### config.mk
export PLATFORM = sky130hd
export DESIGN_NAME = roulette_wheel_pair_select_unit
export DESIGN_NICKNAME = d
export VERILOG_FILES = /design/src/rtl/rwps_pkg.sv /design/src/rtl/rwps_ram.sv /design/src/rtl/rwps_datapath.sv /design/src/rtl/rwps_ctrl.sv /design/src/rtl/roulette_wheel_pair_select_unit.sv
export SDC_FILE = /design/constraint.sdc
export NUM_CORES = 2
export LEC_CHECK = 0
export BUFFER_PORTS_ARGS = -buffer_cell sky130_fd_sc_hd__buf_4
export CAP_MARGIN = 40
export CORE_ASPECT_RATIO = 0.7
export CORE_MARGIN = 2
export CORE_UTILIZATION = 36
export CTS_CLUSTER_SIZE = 28
export DETAILED_ROUTE_END_ITERATION = 6
export PLACE_DENSITY = 0.53
export SLEW_MARGIN = 30
export SYNTH_ARGS = -nofsm -noshare
export SYNTH_HDL_FRONTEND = slang
export SYNTH_HIERARCHICAL = 1
export SYNTH_SLANG_ARGS = --single-unit
export TNS_END_PERCENT = 20
### constraint.sdc
create_clock -name clk -period 18.2 [get_ports clk]
set_clock_uncertainty 0.05 [all_clocks]
set_input_delay 0.91 -clock clk [delete_from_list [all_inputs] [get_ports clk]]
set_output_delay 0.91 -clock clk [all_outputs]
set_load 0.01 [all_outputs]
### src/rtl/rwps_pkg.sv
// rwps_pkg: shared types and fixed widths for the roulette wheel pair select unit.
// Depends on nothing; used by the controller, the datapath and the top level.
package rwps_pkg;

  localparam int RND_W = 16;
  localparam int FIT_IN_W = 16;
  localparam int IDX_OUT_W = 6;

  localparam logic REQ_LOAD = 1'b0;
  localparam logic REQ_SELECT = 1'b1;

  typedef struct packed {
    logic load;
    logic capture;
    logic calc_total;
    logic calc_ta;
    logic calc_tb;
    logic step;
    logic out_load;
  } cmd_t;

  typedef struct packed {
    logic walk_done;
  } status_t;

endpackage

### src/rtl/rwps_ram.sv
// rwps_ram: generic single-write, single-read RAM with registered read data.
// Depends on nothing.
module rwps_ram #(
  parameter int WIDTH = 16,
  parameter int DEPTH = 64
) (
  input  logic                     clk,
  input  logic                     we,
  input  logic [$clog2(DEPTH)-1:0] waddr,
  input  logic [WIDTH-1:0]         wdata,
  input  logic [$clog2(DEPTH)-1:0] raddr,
  output logic [WIDTH-1:0]         rdata
);

  logic [WIDTH-1:0] mem [DEPTH];

  always_ff @(posedge clk) begin
    if (we) begin
      mem[waddr] <= wdata;
    end
    rdata <= mem[raddr];
  end

endmodule

### src/rtl/rwps_datapath.sv
// rwps_datapath: fitness store, running sum and maximum, thresholds and the weight walk.
// Depends on rwps_pkg and rwps_ram; driven by commands from rwps_ctrl.
module rwps_datapath #(
  parameter int POP_MAX = 64,
  parameter int FIT_BITS = 16
) (
  input  logic                            clk,
  input  logic                            rst,
  input  rwps_pkg::cmd_t                  cmd,
  output rwps_pkg::status_t               status,
  input  logic                            cfg_we,
  input  logic                            cfg_data,
  input  logic                            first_of_set,
  input  logic [rwps_pkg::FIT_IN_W-1:0]   fitness_value,
  input  logic [rwps_pkg::RND_W-1:0]      random_a,
  input  logic [rwps_pkg::RND_W-1:0]      random_b,
  input  logic [rwps_pkg::IDX_OUT_W-1:0]  fallback_a,
  input  logic [rwps_pkg::IDX_OUT_W-1:0]  fallback_b,
  output logic [rwps_pkg::IDX_OUT_W-1:0]  parent_a_index,
  output logic [rwps_pkg::IDX_OUT_W-1:0]  parent_b_index
);

  localparam int IDX_W = (POP_MAX > 1) ? $clog2(POP_MAX) : 1;
  localparam int CNT_W = $clog2(POP_MAX + 1);
  localparam int SUM_W = FIT_BITS + CNT_W;
  localparam int PROD_W = rwps_pkg::RND_W + SUM_W;
  localparam logic [CNT_W-1:0] POP_CNT = CNT_W'(POP_MAX);

  logic                 max_mode;
  logic [CNT_W-1:0]     entry_count;
  logic [SUM_W-1:0]     raw_sum;
  logic [FIT_BITS-1:0]  max_seen;
  logic [rwps_pkg::RND_W-1:0]     rand_a;
  logic [rwps_pkg::RND_W-1:0]     rand_b;
  logic [rwps_pkg::IDX_OUT_W-1:0] pick_a;
  logic [rwps_pkg::IDX_OUT_W-1:0] pick_b;
  logic [SUM_W-1:0]     total;
  logic [SUM_W-1:0]     ta;
  logic [SUM_W-1:0]     tb;
  logic [CNT_W-1:0]     proc_cnt;
  logic [CNT_W-1:0]     proc_cnt_next;

  logic [FIT_BITS-1:0]  fit;
  logic [CNT_W-1:0]     base_cnt;
  logic [SUM_W-1:0]     base_sum;
  logic [FIT_BITS-1:0]  base_max;
  logic                 store_we;
  logic [FIT_BITS-1:0]  ram_q;
  logic [SUM_W-1:0]     top;
  logic [SUM_W-1:0]     total_next;
  logic [rwps_pkg::RND_W-1:0] rnd_sel;
  logic [PROD_W-1:0]    prod;
  logic [SUM_W-1:0]     thresh;
  logic [FIT_BITS-1:0]  w;
  logic [SUM_W-1:0]     w_ext;

  assign fit = FIT_BITS'(fitness_value);
  assign base_cnt = first_of_set ? '0 : entry_count;
  assign base_sum = first_of_set ? '0 : raw_sum;
  assign base_max = first_of_set ? '0 : max_seen;
  assign store_we = cmd.load && (base_cnt < POP_CNT);

  assign top = SUM_W'(entry_count) * SUM_W'(max_seen);
  assign total_next = max_mode ? raw_sum : ((top >= raw_sum) ? (top - raw_sum) : '0);

  assign rnd_sel = cmd.calc_ta ? rand_a : rand_b;
  assign prod = PROD_W'(rnd_sel) * PROD_W'(total);
  assign thresh = prod[PROD_W-1:rwps_pkg::RND_W];

  assign w = max_mode ? ram_q : ((max_seen >= ram_q) ? (max_seen - ram_q) : '0);
  assign w_ext = SUM_W'(w);

  assign proc_cnt_next = cmd.capture ? '0 : (cmd.step ? proc_cnt + 1'b1 : proc_cnt);

  assign status.walk_done = (proc_cnt == entry_count) || ((ta == '0) && (tb == '0));

  rwps_ram #(
    .WIDTH(FIT_BITS),
    .DEPTH(POP_MAX)
  ) u_store (
    .clk  (clk),
    .we   (store_we),
    .waddr(base_cnt[IDX_W-1:0]),
    .wdata(fit),
    .raddr(proc_cnt_next[IDX_W-1:0]),
    .rdata(ram_q)
  );

  always_ff @(posedge clk) begin
    if (rst) begin
      max_mode <= 1'b1;
      entry_count <= '0;
      raw_sum <= '0;
      max_seen <= '0;
      proc_cnt <= '0;
    end else begin
      if (cfg_we) begin
        max_mode <= cfg_data;
      end
      if (cmd.load) begin
        if (base_cnt < POP_CNT) begin
          entry_count <= base_cnt + 1'b1;
          raw_sum <= base_sum + SUM_W'(fit);
          max_seen <= (fit > base_max) ? fit : base_max;
        end else begin
          entry_count <= base_cnt;
          raw_sum <= base_sum;
          max_seen <= base_max;
        end
      end
      proc_cnt <= proc_cnt_next;
    end
  end

  always_ff @(posedge clk) begin
    if (cmd.capture) begin
      rand_a <= random_a;
      rand_b <= random_b;
      pick_a <= fallback_a;
      pick_b <= fallback_b;
    end
    if (cmd.calc_total) begin
      total <= total_next;
    end
    if (cmd.calc_ta) begin
      ta <= thresh;
    end
    if (cmd.calc_tb) begin
      tb <= thresh;
    end
    if (cmd.step) begin
      if (ta != '0) begin
        if (w_ext >= ta) begin
          ta <= '0;
          pick_a <= rwps_pkg::IDX_OUT_W'(proc_cnt);
        end else begin
          ta <= ta - w_ext;
        end
      end
      if (tb != '0) begin
        if (w_ext >= tb) begin
          tb <= '0;
          pick_b <= rwps_pkg::IDX_OUT_W'(proc_cnt);
        end else begin
          tb <= tb - w_ext;
        end
      end
    end
    if (cmd.out_load) begin
      parent_a_index <= pick_a;
      parent_b_index <= pick_b;
    end
  end

  assert property (@(posedge clk) disable iff (rst) entry_count <= POP_CNT)
    else $error("entry count beyond store depth");
  assert property (@(posedge clk) disable iff (rst) cmd.step |-> proc_cnt < entry_count)
    else $error("walk step past last stored entry");
  assert property (@(posedge clk) disable iff (rst)
    cmd.step |=> (ta <= $past(ta)) && (tb <= $past(tb)))
    else $error("threshold grew during walk");

endmodule

### src/rtl/rwps_ctrl.sv
// rwps_ctrl: sequencing state machine for loads, threshold setup, walk and result output.
// Depends on rwps_pkg; issues commands to rwps_datapath.
module rwps_ctrl (
  input  logic                clk,
  input  logic                rst,
  input  logic                in_valid,
  output logic                in_stall,
  input  logic                req_type,
  output logic                out_valid,
  input  logic                out_stall,
  input  rwps_pkg::status_t   status,
  output rwps_pkg::cmd_t      cmd
);

  typedef enum logic [2:0] {
    S_IDLE,
    S_TOTAL,
    S_THRESH_A,
    S_THRESH_B,
    S_WALK,
    S_DONE
  } state_t;

  state_t state;
  state_t state_next;
  logic   in_take;
  logic   slot_free;

  assign in_stall = (state != S_IDLE);
  assign in_take = in_valid && !in_stall;
  assign slot_free = !out_valid || !out_stall;

  always_comb begin
    cmd = '0;
    state_next = state;
    case (state)
      S_IDLE: begin
        if (in_take) begin
          if (req_type == rwps_pkg::REQ_SELECT) begin
            cmd.capture = 1'b1;
            state_next = S_TOTAL;
          end else begin
            cmd.load = 1'b1;
          end
        end
      end
      S_TOTAL: begin
        cmd.calc_total = 1'b1;
        state_next = S_THRESH_A;
      end
      S_THRESH_A: begin
        cmd.calc_ta = 1'b1;
        state_next = S_THRESH_B;
      end
      S_THRESH_B: begin
        cmd.calc_tb = 1'b1;
        state_next = S_WALK;
      end
      S_WALK: begin
        if (status.walk_done) begin
          state_next = S_DONE;
        end else begin
          cmd.step = 1'b1;
        end
      end
      S_DONE: begin
        if (slot_free) begin
          cmd.out_load = 1'b1;
          state_next = S_IDLE;
        end
      end
      default: begin
        state_next = S_IDLE;
      end
    endcase
  end

  always_ff @(posedge clk) begin
    if (rst) begin
      state <= S_IDLE;
      out_valid <= 1'b0;
    end else begin
      state <= state_next;
      if (cmd.out_load) begin
        out_valid <= 1'b1;
      end else if (!out_stall) begin
        out_valid <= 1'b0;
      end
    end
  end

  assert property (@(posedge clk) disable iff (rst) cmd.out_load |-> slot_free)
    else $error("result overwrites a pending transaction");
  assert property (@(posedge clk) disable iff (rst) cmd.step |-> !status.walk_done)
    else $error("walk advanced after it finished");
  assert property (@(posedge clk) disable iff (rst) cmd.capture |=> state == S_TOTAL)
    else $error("select transaction did not start setup");
  assert property (@(posedge clk) disable iff (rst)
    $onehot0({cmd.load, cmd.capture, cmd.calc_total, cmd.calc_ta, cmd.calc_tb, cmd.step}))
    else $error("conflicting datapath commands");

endmodule

### src/rtl/roulette_wheel_pair_select_unit.sv
// roulette_wheel_pair_select_unit: top level joining controller, datapath and fitness store.
// Load: no result. Select: S_TOTAL, S_THRESH_A, S_THRESH_B, S_WALK, S_DONE, then out_valid;
// the walk of at most POP_MAX entries reads one fitness per cycle from the single read port.
// Next transaction accepted once S_DONE loads the result, later while the result is stalled.
// Reset clears entry count, sum, maximum and result valid, and sets maximize mode;
// the fitness store is not cleared.
module roulette_wheel_pair_select_unit #(
  parameter int POP_MAX = 64,
  parameter int FIT_BITS = 16
) (
  input  logic                            clk,
  input  logic                            rst,
  input  logic                            cfg_valid,
  output logic                            cfg_ready,
  input  logic                            maximize_mode,
  input  logic                            in_valid,
  output logic                            in_stall,
  input  logic                            req_type,
  input  logic                            first_of_set,
  input  logic [rwps_pkg::FIT_IN_W-1:0]   fitness_value,
  input  logic [rwps_pkg::RND_W-1:0]      random_a,
  input  logic [rwps_pkg::RND_W-1:0]      random_b,
  input  logic [rwps_pkg::IDX_OUT_W-1:0]  fallback_a,
  input  logic [rwps_pkg::IDX_OUT_W-1:0]  fallback_b,
  output logic                            out_valid,
  input  logic                            out_stall,
  output logic [rwps_pkg::IDX_OUT_W-1:0]  parent_a_index,
  output logic [rwps_pkg::IDX_OUT_W-1:0]  parent_b_index
);

  rwps_pkg::cmd_t    cmd;
  rwps_pkg::status_t status;

  assign cfg_ready = 1'b1;

  rwps_ctrl u_ctrl (
    .clk      (clk),
    .rst      (rst),
    .in_valid (in_valid),
    .in_stall (in_stall),
    .req_type (req_type),
    .out_valid(out_valid),
    .out_stall(out_stall),
    .status   (status),
    .cmd      (cmd)
  );

  rwps_datapath #(
    .POP_MAX (POP_MAX),
    .FIT_BITS(FIT_BITS)
  ) u_datapath (
    .clk           (clk),
    .rst           (rst),
    .cmd           (cmd),
    .status        (status),
    .cfg_we        (cfg_valid && cfg_ready),
    .cfg_data      (maximize_mode),
    .first_of_set  (first_of_set),
    .fitness_value (fitness_value),
    .random_a      (random_a),
    .random_b      (random_b),
    .fallback_a    (fallback_a),
    .fallback_b    (fallback_b),
    .parent_a_index(parent_a_index),
    .parent_b_index(parent_b_index)
  );

endmodule
==> out/results.tsv <==
metric	value	unit
yosys.area_share.simple	9.17	%
synthCells	5007	
setup_violations	0	
yosysTopAreaCell	edfxtp_1	
worstSetupStartpoint	u_ctrl/state[1]	
worst-path-max-fanout	40	
area_growth	11.7	%
grt_pass1_wl	280000	um
powerDensity	161	nW/um2
synth_ff_type	edfxtp_1	
yosysUniqueCellTypes	100	
synthMuxAreaShare	10.3	%
path_common_cell	fa_1	
initial_core_util	36.1	%
routed_via_density	5.34	
synth_top_family_by_area	adder cells	
final_nets	5810	
cts_tree	yes	
yosys_warnings	6	
endpoint	u_datapath/ta[21]	
hp-class	in2reg	
synth_edf_count	1091	
clkLatencyLatePin	0.77	ns
final_max_slew_viol_count	0	
end_kind	register	
worstPathArrival	8.77	ns
postCtsSetupRepairBufs	0	
cts.sinks	1223	
hold_violations	0	
synthXorXnorAreaFrac	1.70	%
startpoint_type	register	
synth_top_area_share	48.4	%
rsz0062_at_grt	no	
hold_buffers	0	
max_slew.worst_pin.slew	0.941	ns
cpPeakStageDelay	0.65	ns
cp_num_buf_inv	6	
synth_nets	5694	
routed_wl	189000	um
synth-async-reset-ratio	0	%
dp_cells	7482	
die_h	367	um
grtUsageTotal	19.7	%
timing.hold.ws	0.306	ns
ys_top_cells_by_count	edfxtp_1 (1091), inv_1 (496), nand2_1 (469)	
die_w	522	um
rrSetupSlack	9.99	ns
core	187000	um2
p_leak	0.0274	uW
ys_ff_latch	1223	
reg2regPathDepth	25	
dpl.hpwl	130000	um
tns	0	ns
first_pass_iters	6	
final_cells	7723	
period_share	45.1	%
required	18.76	ns
drive_gt1_share	14.2	%
overflow	0	
clockBufferDepth	3	
dieArea	191000	um2
path_depth	25	
status	completed	
drt_iter0_drc	4098	
slew_headroom	37.3	%
cts_buffers	116	
synthAdderAreaFrac	15.5	%
ctsResizeCount	0	
h-tree-depth	3	
drtAntennaViolNets	0	
synth.avg_cell_area	13.5	um2
synth-compound-area-share	6.34	%
fp-row-count	133	
syn_area	67600	um2
place_congestion	0.898	
vias	41231	
ys_seq_area_share	52.3	%
crit_family	adder cells	
ys_top_cells_by_area	edfxtp_1 (48%), fa_1 (11%), mux4_2 (7.3%)	
fill_cells	17482	
slowest_stage	mux2_2	
antenna_found_initial	11	
power	12100	uW
avgRoutedWirePerCell	24.5	um
pin_count	83	
max-cap-violations	0	
cts_root_buf	clkbuf_16	
path_clk_slew	0.07	ns
grt_max_degree	114	
r2r-start	u_ctrl/state[1]	
first_global_vias	41483	
yosysMostFrequentCell	edfxtp_1	
utilization	40.4	%
fmax	0.122	GHz
fin_crit	8.21	ns
io_buffers	81	
critical_path_class	reg2reg	
drc	0	
r2r_end	u_datapath/ta[21]	
ir_drop	0.462	mV
-- power breakdown --
| group | internal, uW | leakage (uW) | switching (uW) | total (uW) |
|---|---|---|---|---|
| combinational | 2440 | 0.0147 | 4010 | 6440 |
| clock | 1360 | 0.00188 | 1120 | 2470 |
| sequential | 3140 | 0.0109 | 86.5 | 3230 |
| total | 6930 | 0.0274 | 5210 | 12100 |
-- worst min-delay path by stage --
stage	startpoint	end	slack (ns)	cells after the start
after floorplan	u_datapath/pick_a[0]	u_datapath/parent_a_index[0]	0.36	0
after global placement	u_datapath/pick_a[5]	u_datapath/parent_a_index[5]	0.36	0
after detailed placement	u_datapath/pick_a[4]	u_datapath/parent_a_index[4]	0.37	0
after CTS	maximize_mode	u_datapath/max_mode	0.24	2
after global routing	maximize_mode	u_datapath/max_mode	0.27	2
final	maximize_mode	u_datapath/max_mode	0.31	2
-- stage by stage --
| step | instance area (um2) | setup WS, ns |
|---|---|---|
| after global placement | 71100 | 10.08 |
| final | 75600 | 9.99 |
| after floorplan | 67600 | 10.87 |
| after global routing | 75600 | 9.60 |
| after CTS | 75200 | 10.04 |
| after detailed placement | 71400 | 10.09 |
-- registers in the layout (all words and copies together), names as in the netlist --
register and cells:
u_ctrl/out_valid 1, u_datapath/pick_a 6, u_ctrl/state 3, u_datapath/rand_a 16
u_datapath/u_store/mem 1024, u_datapath/ta 23, u_datapath/parent_a_index 6, u_datapath/max_mode 1
u_datapath/parent_b_index 6, u_datapath/total 23, u_datapath/max_seen 16, u_datapath/rand_b 16
u_datapath/proc_cnt 7, u_datapath/tb 23, u_datapath/u_store/rdata 16, u_datapath/entry_count 7
u_datapath/pick_b 6, u_datapath/raw_sum 23
-- worst reg2reg max path, delay by kind of cell, from the launching register on --
family          cells  cell delay, ns
flops               1            0.48
mux                 2            0.82
buf+inv             6            0.84
compound gates      7            2.06
fa+ha+maj           7            3.39
simple gates        3            0.47
-- area by class of cell --
cell class	count	area [um2]	area share, %
flip-flops and latches	1223	35400	46.9
clock buffers	135	3020	3.99
multi-input cells	3042	29200	38.6
inverters	498	1870	2.47
clock inverters	83	856	1.13
repair buffers	242	2090	2.77
diodes	3	7.51	0.00994
well taps	2497	3120	4.13
-- layer usage --
layer	global-route usage [%]	up-vias	share of wire, %
li1	-	18300	-
met1	30.7	21306	48
met2	27.1	1409	41
met3	5.37	212	9.3
met4	4.03	4	2.0
met5	0	-	0.020
-- cells in the final DEF (no fill, tap or decap), types with 45 or more instances in the layout --
master	netlist	routed
buf_4	14	206
a21oi_1	170	169
a22oi_1	56	56
xnor2_1	90	90
fa_1	365	365
dfxtp_1	132	131
o21ai_0	68	68
mux2i_1	139	139
inv_1	496	496
ha_1	254	254
edfxtp_1	1091	1091
mux4_2	220	220
nor2_1	201	189
clkbuf_16	0	117
a21o_1	51	51
nand2_1	469	468
nand3_1	61	61
mux2_2	45	45
and2_1	222	222
nor2b_1	61	59
-- logic make-up (layout without fill, tap and decap cells) --
family | count (synthesis) | in the layout
flip-flops | 1223 | 1223
AND/OR/NAND/NOR | 1259 | 1259
buffers and inverters | 742 | 958
AO/OA/AOI/OAI | 624 | 624
adder cells (fa/ha/maj) | 619 | 619
other | 1 | 4
multiplexers | 408 | 408
XOR/XNOR | 131 | 131
Power figures use the tool's default switching activity.
